[config.mk]
export PLATFORM = sky130hd
export DESIGN_NAME = unique_key_stack
export DESIGN_NICKNAME = d
export VERILOG_FILES = /design/src/hw/rtl/uks_pkg.sv /design/src/hw/rtl/uks_mem.sv /design/src/hw/rtl/uks_ctrl.sv /design/src/hw/rtl/unique_key_stack.sv
export SDC_FILE = /design/constraint.sdc
export NUM_CORES = 2
export LEC_CHECK = 0
export BUFFER_PORTS_ARGS = -buffer_cell sky130_fd_sc_hd__buf_2
export CAP_MARGIN = 20
export CELL_PAD_IN_SITES_DETAIL_PLACEMENT = 1
export CELL_PAD_IN_SITES_GLOBAL_PLACEMENT = 2
export CORE_MARGIN = 5
export CORE_UTILIZATION = 35
export CTS_CLUSTER_SIZE = 40
export DETAILED_ROUTE_END_ITERATION = 10
export PLACE_DENSITY_LB_ADDON = 0.15
export SYNTH_ARGS = -nofsm -noshare
export SYNTH_HDL_FRONTEND = slang
export SYNTH_SLANG_ARGS = --single-unit
[constraint.sdc]
create_clock -name clk_i -period 7.35 [get_ports clk_i]
set_input_delay 1.47 -clock clk_i [delete_from_list [all_inputs] [get_ports clk_i]]
set_output_delay 1.47 -clock clk_i [all_outputs]
set_load 0.01 [all_outputs]
[src/hw/rtl/uks_pkg.sv]
// Package for the unique-key stack: field widths, operation and status codes,
// and the result word type passed from the controller to the output stage.
// No dependencies.
package uks_pkg;

  localparam int unsigned DEF_STACK_DEPTH = 16;
  localparam int unsigned KEY_W           = 32;
  localparam int unsigned DATA_W          = 32;
  localparam int unsigned COUNT_W         = 5;
  localparam int unsigned MODE_W          = 2;

  typedef logic [MODE_W-1:0] mode_t;

  localparam mode_t MODE_PUSH = 2'd0;
  localparam mode_t MODE_POP  = 2'd1;
  localparam mode_t MODE_PEEK = 2'd2;

  typedef enum logic [1:0] {
    ST_OK    = 2'd0,
    ST_DUP   = 2'd1,
    ST_UNDER = 2'd2,
    ST_OVER  = 2'd3
  } status_e;

  typedef struct packed {
    logic [COUNT_W-1:0] entry_count;
    logic               is_empty;
    logic [DATA_W-1:0]  out_data;
    logic [KEY_W-1:0]   out_key;
    status_e            status;
  } res_t;

endpackage

[src/hw/rtl/uks_mem.sv]
// Single-port-write, single-port-read synchronous memory holding key and data
// pairs, with a registered read: the data appears in the cycle after the address.
// Depends on nothing.
module uks_mem #(
  parameter int unsigned DEPTH  = 16,
  parameter int unsigned ADDR_W = $clog2(DEPTH),
  parameter int unsigned WORD_W = 64
) (
  input  logic              clk_i,
  input  logic              we_i,
  input  logic [ADDR_W-1:0] waddr_i,
  input  logic [WORD_W-1:0] wdata_i,
  input  logic [ADDR_W-1:0] raddr_i,
  output logic [WORD_W-1:0] rdata_o
);

  logic [WORD_W-1:0] mem_q [DEPTH];
  logic [WORD_W-1:0] rdata_q;

  always_ff @(posedge clk_i) begin
    if (we_i) begin
      mem_q[waddr_i] <= wdata_i;
    end
    rdata_q <= mem_q[raddr_i];
  end

  assign rdata_o = rdata_q;

endmodule

[src/hw/rtl/uks_ctrl.sv]
// Sequencer of the unique-key stack: duplicate search over the stored keys,
// push, pop and peek, and the fill level. Drives the pair memory.
// Depends on uks_pkg.
module uks_ctrl #(
  parameter int unsigned STACK_DEPTH = uks_pkg::DEF_STACK_DEPTH,
  parameter int unsigned ADDR_W      = $clog2(STACK_DEPTH),
  parameter int unsigned FILL_W      = $clog2(STACK_DEPTH + 1)
) (
  input  logic                                     clk_i,
  input  logic                                     rst_ni,
  input  logic                                     in_valid_i,
  output logic                                     in_ready_o,
  input  uks_pkg::mode_t                           mode_i,
  input  logic [uks_pkg::KEY_W-1:0]                key_i,
  input  logic [uks_pkg::DATA_W-1:0]               data_i,
  output logic                                     res_valid_o,
  input  logic                                     res_ready_i,
  output uks_pkg::res_t                            res_o,
  output logic                                     mem_we_o,
  output logic [ADDR_W-1:0]                        mem_waddr_o,
  output logic [uks_pkg::DATA_W+uks_pkg::KEY_W-1:0] mem_wdata_o,
  output logic [ADDR_W-1:0]                        mem_raddr_o,
  input  logic [uks_pkg::DATA_W+uks_pkg::KEY_W-1:0] mem_rdata_i
);
  import uks_pkg::*;

  typedef enum logic [3:0] {
    S_IDLE   = 4'b0001,
    S_SEARCH = 4'b0010,
    S_READ   = 4'b0100,
    S_RESP   = 4'b1000
  } state_e;

  state_e             state_q, state_d;
  logic [FILL_W-1:0]  fill_q, fill_d;
  logic [ADDR_W-1:0]  cnt_q, cnt_d;
  mode_t              mode_q, mode_d;
  logic [KEY_W-1:0]   key_q, key_d;
  logic [DATA_W-1:0]  data_q, data_d;
  status_e            status_q, status_d;
  logic [KEY_W-1:0]   okey_q, okey_d;
  logic [DATA_W-1:0]  odata_q, odata_d;

  logic [KEY_W-1:0]   rd_key;
  logic [DATA_W-1:0]  rd_data;
  logic [ADDR_W-1:0]  top_addr;
  logic               full;

  assign rd_key   = mem_rdata_i[KEY_W-1:0];
  assign rd_data  = mem_rdata_i[KEY_W+DATA_W-1:KEY_W];
  assign top_addr = ADDR_W'(fill_q - 1'b1);
  assign full     = (fill_q == FILL_W'(STACK_DEPTH));

  always_comb begin
    state_d     = state_q;
    fill_d      = fill_q;
    cnt_d       = cnt_q;
    mode_d      = mode_q;
    key_d       = key_q;
    data_d      = data_q;
    status_d    = status_q;
    okey_d      = okey_q;
    odata_d     = odata_q;
    in_ready_o  = 1'b0;
    mem_we_o    = 1'b0;
    mem_waddr_o = ADDR_W'(fill_q);
    mem_wdata_o = {data_q, key_q};
    mem_raddr_o = ADDR_W'(cnt_q + 1'b1);
    unique case (state_q)
      S_IDLE: begin
        in_ready_o = 1'b1;
        if (in_valid_i) begin
          mode_d   = mode_i;
          key_d    = key_i;
          data_d   = data_i;
          status_d = ST_OK;
          okey_d   = '0;
          odata_d  = '0;
          state_d  = S_RESP;
          case (mode_i) inside
            MODE_PUSH: begin
              if (fill_q == '0) begin
                mem_we_o    = 1'b1;
                mem_waddr_o = '0;
                mem_wdata_o = {data_i, key_i};
                fill_d      = fill_q + 1'b1;
              end else begin
                mem_raddr_o = '0;
                cnt_d       = '0;
                state_d     = S_SEARCH;
              end
            end
            MODE_POP, MODE_PEEK: begin
              if (fill_q == '0) begin
                status_d = ST_UNDER;
              end else begin
                mem_raddr_o = top_addr;
                state_d     = S_READ;
              end
            end
            default: begin
              status_d = ST_OK;
            end
          endcase
        end
      end
      S_SEARCH: begin
        if (rd_key == key_q) begin
          status_d = ST_DUP;
          state_d  = S_RESP;
        end else if (cnt_q == top_addr) begin
          if (full) begin
            status_d = ST_OVER;
          end else begin
            mem_we_o = 1'b1;
            fill_d   = fill_q + 1'b1;
          end
          state_d = S_RESP;
        end else begin
          cnt_d = cnt_q + 1'b1;
        end
      end
      S_READ: begin
        okey_d  = rd_key;
        odata_d = rd_data;
        if (mode_q == MODE_POP) begin
          fill_d = fill_q - 1'b1;
        end
        state_d = S_RESP;
      end
      S_RESP: begin
        if (res_ready_i) begin
          state_d = S_IDLE;
        end
      end
      default: begin
        state_d = S_IDLE;
      end
    endcase
  end

  always_ff @(posedge clk_i or negedge rst_ni) begin
    if (!rst_ni) begin
      state_q <= S_IDLE;
      fill_q  <= '0;
    end else begin
      state_q <= state_d;
      fill_q  <= fill_d;
    end
  end

  always_ff @(posedge clk_i) begin
    cnt_q    <= cnt_d;
    mode_q   <= mode_d;
    key_q    <= key_d;
    data_q   <= data_d;
    status_q <= status_d;
    okey_q   <= okey_d;
    odata_q  <= odata_d;
  end

  assign res_valid_o       = (state_q == S_RESP);
  assign res_o.status      = status_q;
  assign res_o.out_key     = okey_q;
  assign res_o.out_data    = odata_q;
  assign res_o.is_empty    = (fill_q == '0);
  assign res_o.entry_count = COUNT_W'(fill_q);

endmodule

[src/hw/rtl/unique_key_stack.sv]
// Top level of the unique-key stack: stream ports, output register, the
// controller and the pair memory. Depends on uks_pkg, uks_mem and uks_ctrl.
//
//   channel  direction  tuser (low bit up)  tdata (low bit up)
//   s_       in         mode[1:0]           push_key[31:0], push_data[63:32]
//   m_       out        status[1:0]         out_key[31:0], out_data[63:32],
//                                           is_empty[64], entry_count[69:65]
//
// A push onto a non-empty stack searches the stored keys from the bottom up, one memory
// read of a stored key per cycle, until it meets a duplicate or the top entry; a push
// onto an empty stack, a pop, a peek and the unused mode need no search.
// The next word can be accepted in the cycle after the result register is loaded.
// Reset empties the stack at once; the memory contents are not cleared.
// One word is worked on at a time; the next word is accepted while a result
// waits in the output register, and a stalled output holds its word.
module unique_key_stack #(
  parameter int unsigned STACK_DEPTH = uks_pkg::DEF_STACK_DEPTH
) (
  input  logic        clk_i,
  input  logic        rst_ni,
  input  logic        s_tvalid_i,
  output logic        s_tready_o,
  input  logic [63:0] s_tdata_i,  // push_key[31:0], push_data[63:32]
  input  logic [1:0]  s_tuser_i,  // mode[1:0]
  output logic        m_tvalid_o,
  input  logic        m_tready_i,
  output logic [71:0] m_tdata_o,  // out_key, out_data, is_empty, entry_count, zero pad
  output logic [1:0]  m_tuser_o   // status[1:0]
);
  import uks_pkg::*;

  localparam int unsigned ADDR_W = $clog2(STACK_DEPTH);
  localparam int unsigned FILL_W = $clog2(STACK_DEPTH + 1);
  localparam int unsigned WORD_W = KEY_W + DATA_W;

  logic              res_valid;
  logic              res_ready;
  res_t              res;
  logic              mem_we;
  logic [ADDR_W-1:0] mem_waddr;
  logic [WORD_W-1:0] mem_wdata;
  logic [ADDR_W-1:0] mem_raddr;
  logic [WORD_W-1:0] mem_rdata;

  logic              out_valid_q, out_valid_d;
  res_t              out_q, out_d;

  uks_ctrl #(
    .STACK_DEPTH (STACK_DEPTH),
    .ADDR_W      (ADDR_W),
    .FILL_W      (FILL_W)
  ) u_ctrl (
    .clk_i       (clk_i),
    .rst_ni      (rst_ni),
    .in_valid_i  (s_tvalid_i),
    .in_ready_o  (s_tready_o),
    .mode_i      (s_tuser_i),
    .key_i       (s_tdata_i[KEY_W-1:0]),
    .data_i      (s_tdata_i[WORD_W-1:KEY_W]),
    .res_valid_o (res_valid),
    .res_ready_i (res_ready),
    .res_o       (res),
    .mem_we_o    (mem_we),
    .mem_waddr_o (mem_waddr),
    .mem_wdata_o (mem_wdata),
    .mem_raddr_o (mem_raddr),
    .mem_rdata_i (mem_rdata)
  );

  uks_mem #(
    .DEPTH  (STACK_DEPTH),
    .ADDR_W (ADDR_W),
    .WORD_W (WORD_W)
  ) u_mem (
    .clk_i   (clk_i),
    .we_i    (mem_we),
    .waddr_i (mem_waddr),
    .wdata_i (mem_wdata),
    .raddr_i (mem_raddr),
    .rdata_o (mem_rdata)
  );

  assign res_ready = !out_valid_q || m_tready_i;

  always_comb begin
    out_valid_d = out_valid_q;
    out_d       = out_q;
    if (m_tready_i) begin
      out_valid_d = 1'b0;
    end
    if (res_valid && res_ready) begin
      out_valid_d = 1'b1;
      out_d       = res;
    end
  end

  always_ff @(posedge clk_i or negedge rst_ni) begin
    if (!rst_ni) begin
      out_valid_q <= 1'b0;
    end else begin
      out_valid_q <= out_valid_d;
    end
  end

  always_ff @(posedge clk_i) begin
    out_q <= out_d;
  end

  assign m_tvalid_o = out_valid_q;
  assign m_tuser_o  = out_q.status;
  assign m_tdata_o  = {2'b00, out_q.entry_count, out_q.is_empty, out_q.out_data, out_q.out_key};

`ifndef SYNTHESIS
  a_underflow_empty: assert property (@(posedge clk_i) disable iff (!rst_ni)
    (m_tvalid_o && (m_tuser_o == ST_UNDER)) |-> m_tdata_o[64])
    else $error("underflow reported on a non-empty stack");

  a_overflow_full: assert property (@(posedge clk_i) disable iff (!rst_ni)
    (m_tvalid_o && (m_tuser_o == ST_OVER)) |-> (m_tdata_o[69:65] == COUNT_W'(STACK_DEPTH)))
    else $error("overflow reported on a stack that is not full");

  a_one_at_a_time: assert property (@(posedge clk_i) disable iff (!rst_ni)
    (s_tvalid_i && s_tready_o) |-> !res_valid)
    else $error("word accepted while a result is pending in the controller");
`endif

endmodule

==> metrics.yaml <==
status: "finished clean"
grt_usage_pct: 18.3
hold_violations: 0
layout-drive-gt1-share_pct: 17.4
p_int_uw: 14700
grt_remaining_overflow: 0
setup_viol: 0
ys_ff_latch: 1306
cp.required_ns: 7.73
synthesis.instances: 2572
num-nets-final: 2882
min_to: "m_tdata_o[58]$_DFFE_PP_"
via_per_inst: 5.18
reg2reg_slack_ns: 2.41
wirelength_um: 136000
gp_congestion: 0.716
worstMarginPinSlew_ns: 1.05
r2r_end: "u_mem.mem_q[14][33]$_DFFE_PP_"
maxCapViolations: 0
seqPwrFrac_pct: 45.5
yosys_most_used_dff: "edfxtp_1"
synth_edf_count: 1232
die_h_um: 383
grt_pass1_wl_um: 192000
postLayoutCoreUtil_pct: 40.7
place_hpwl_um: 71200
cts_hold_buf: 0
min-delay-start: "u_ctrl.odata_q[26]$_SDFFCE_PN0P_"
synthArstFlopShare_pct: 0.766
max-slew-margin-rel_pct: 30.2
htree_levels: 4
root_buffer: "clkbuf_16"
cts_tree: "done"
place.port_buffers: 143
setup_slack_ns: 2.41
cts_buffers: 146
rsz0062_at_grt: "false"
power_switching_uw: 5890
worstSetupPathType: "register to register"
ff2ff_path_depth: 10
start_util_pct: 35.1
cts_sinks: 1306
power.total_uw: 20600
cp.arrival_ns: 5.33
grt_max_degree: 81
yosys.cell_types.count: 51
drv_slew: 0
first_pass_iters: 5
irDropWorstVdd_v: 0.000190
wl_per_cell_um: 28.3
synth-seq-area-share_pct: 78.9
swShare_pct: 28.6
power.density_nw_per_um2: 364
ctsResizeCount: 0
rows: 137
final.min_clock_period_ns: 4.94
via_count: 24888
clk_latency_ns: 0.77
drcViolationCount: 0
place_ws_ns: 2.29
die_w_um: 383
io_pins: 146
fmaxAchievable_ghz: 0.202
min_path_type: "register to register"
drt_iter0_drc: 1767
r2r-start: "u_ctrl.fill_q[0]$_DFFE_PN0P_"
p_comb_share_pct: 20.7
cts_buffer_depth: 3
leakagePower_uw: 0.0197
antenna_found_initial: 2
crit_fanout: 29
area_growth_syn_to_layout_pct: 16.0
min_period_over_period_pct: 67.2
fin_setup_tns_ns: 0
start_kind: "register"
dp_cells: 4535
netlist_area_um2: 48800
die_area_um2: 147000
post_cts_buffers: 0
avgSynthCellArea_um2: 19.0
final_cells: 4807
p_clk_share_pct: 33.8
coreArea_um2: 139000
path_clk_slew_ns: 0.06
fin_worst_skew_ns: 0.0243
cp-end-kind: "register"
holdPathStages: 0
ant_nets: 0
grt_pass1_vias: 26623
synth_warnings: 0
logic make-up after synthesis:
| group | Yosys count | share of synthesized area [%] |
|---|---|---|
| muxes | 577 | 12.0 |
| and+or+nand+nor | 224 | 2.87 |
| AOI/OAI and AO/OA | 279 | 3.66 |
| adders and majority gates | 5 | 0.128 |
| other | 1 | 0.00768 |
| xor gates and xnor gates | 45 | 0.836 |
| DFF | 1306 | 78.9 |
| buffers and inverters | 135 | 1.57 |
worst max-delay path by stage:
stage,start,endpoint,slack [ns],depth (start not counted)
3_5_place_dp,s_tvalid_i,u_mem.rdata_o[41]$_DFF_P_,2.29,9
6_report,u_ctrl.fill_q[0]$_DFFE_PN0P_,u_mem.mem_q[14][33]$_DFFE_PP_,2.41,10
4_1_cts,u_ctrl.fill_q[0]$_DFFE_PN0P_,u_mem.mem_q[14][34]$_DFFE_PP_,2.38,10
3_3_place_gp,s_tvalid_i,u_mem.rdata_o[61]$_DFF_P_,2.35,9
5_1_grt,u_ctrl.fill_q[0]$_DFFE_PN0P_,u_mem.mem_q[14][36]$_DFFE_PP_,2.16,10
2_1_floorplan,u_ctrl.fill_q[0]$_DFFE_PN0P_,u_mem.mem_q[3][0]$_DFFE_PP_,0.59,9
layer usage:
layer	wire length, µm	track usage, %	vias up
met5	0	0	-
met4	3410	5.26	0
met3	5550	3.28	188
met2	68100	31.5	554
met1	58700	23.7	13287
li1	-	-	10859
power groups by stage:
stage,clock network [µW],logic [µW],registers [µW]
detailed placement,0,4340,9540
floorplan,0,2990,9410
global route,7500,4570,9430
global placement,0,4250,9530
finish,6970,4260,9380
CTS,7180,4350,9390
registers in the layout (all words and copies together), names as in the netlist:
| name | count |
|---|---|
| u_mem.mem_q | 1024 |
| m_tdata_o | 70 |
| u_mem.rdata_o | 64 |
| u_ctrl.data_q | 32 |
| u_ctrl.key_q | 32 |
| u_ctrl.odata_q | 32 |
| u_ctrl.okey_q | 32 |
| u_ctrl.fill_q | 5 |
| u_ctrl.cnt_q | 4 |
| u_ctrl.state_q | 4 |
| m_tuser_o | 2 |
| u_ctrl.mode_q | 2 |
| u_ctrl.status_q | 2 |
| m_tvalid_o | 1 |
area by class of cell:
| cell class | count | area, µm² |
|---|---|---|
| Antenna cell | 2 | 5.00 |
| Clock buffer | 211 | 4050 |
| Clock inverter | 59 | 517 |
| Fill cell | 13271 | 82400 |
| Inverter | 9 | 41.3 |
| Multi-Input combinational cell | 1132 | 9780 |
| Sequential cell | 1306 | 38500 |
| Tap cell | 1876 | 2350 |
| Timing Repair Buffer | 212 | 1350 |
critical path: stages, from the launching register on:
cell and delay (ns):
dfrtp_1 0.63, inv_1 0.18, ha_1 0.28, xnor2_1 0.34, xor2_1 0.19, nand4_1 0.22
nor2_1 0.31, nand4_1 0.44, nor2_4 0.68, buf_4 0.61, buf_4 0.62
through the flow:
step	area, µm²	hold slack (ns)
final	56600	0.417
after global routing	56600	0.422
after CTS	56600	0.419
after detailed placement	52000	0.406
after global placement	52000	0.403
after floorplan	48800	0.400
placed cells by master (no fill, tap or decap), types with 4 or more instances in the layout:
cell       Yosys  layout
and2_1        68      67
buf_12         0       9
buf_2         29     143
buf_4          4      60
bufinv_16      0       6
clkbuf_1      66      53
clkbuf_16      0     149
clkbuf_8       0       9
clkinv_1       0      20
clkinv_2       0      17
dfrtp_1        9       9
dfxtp_1       64      64
edfxtp_1    1232    1232
ha_1           5       5
inv_1          7       7
inv_6          0       7
mux2_2        64      64
mux2i_1      513     513
nand2_1       11      10
nand2b_1       6       6
nand3_1       16       7
nand3_4        0       9
nand4_1       15      15
nor2_1        23      11
nor2_4         0      12
nor3_1         7       4
o21ai_0        4       4
o22ai_1      256     256
or4_1         64      64
xnor2_1       39      39
xor2_1         5       5
synthesized netlist by cell type (2+ instances only):
| master | instances | area share, % |
|---|---|---|
| edfxtp_1 | 1232 | 76 |
| mux2i_1 | 513 | 11 |
| o22ai_1 | 256 | 3.3 |
| and2_1 | 68 | 0.87 |
| clkbuf_1 | 66 | 0.51 |
| dfxtp_1 | 64 | 2.6 |
| mux2_2 | 64 | 1.5 |
| or4_1 | 64 | 0.98 |
| xnor2_1 | 39 | 0.70 |
| buf_2 | 29 | 0.30 |
| buf_6 | 27 | 0.62 |
| nor2_1 | 23 | 0.18 |
| nand3_1 | 16 | 0.16 |
| nand4_1 | 15 | 0.19 |
| nand2_1 | 11 | 0.085 |
| dfrtp_1 | 9 | 0.46 |
| inv_1 | 7 | 0.054 |
| nor3_1 | 7 | 0.072 |
| nand2b_1 | 6 | 0.077 |
| ha_1 | 5 | 0.13 |
| xor2_1 | 5 | 0.090 |
| buf_4 | 4 | 0.062 |
| o21ai_0 | 4 | 0.041 |
| a21boi_0 | 3 | 0.046 |
| a221o_1 | 3 | 0.062 |
| nor2b_1 | 3 | 0.038 |
| a21oi_1 | 2 | 0.021 |
| nand3b_1 | 2 | 0.031 |
| o32a_1 | 2 | 0.041 |
| o32ai_1 | 2 | 0.036 |
No activity file was read; power rests on OpenSTA's default activity.
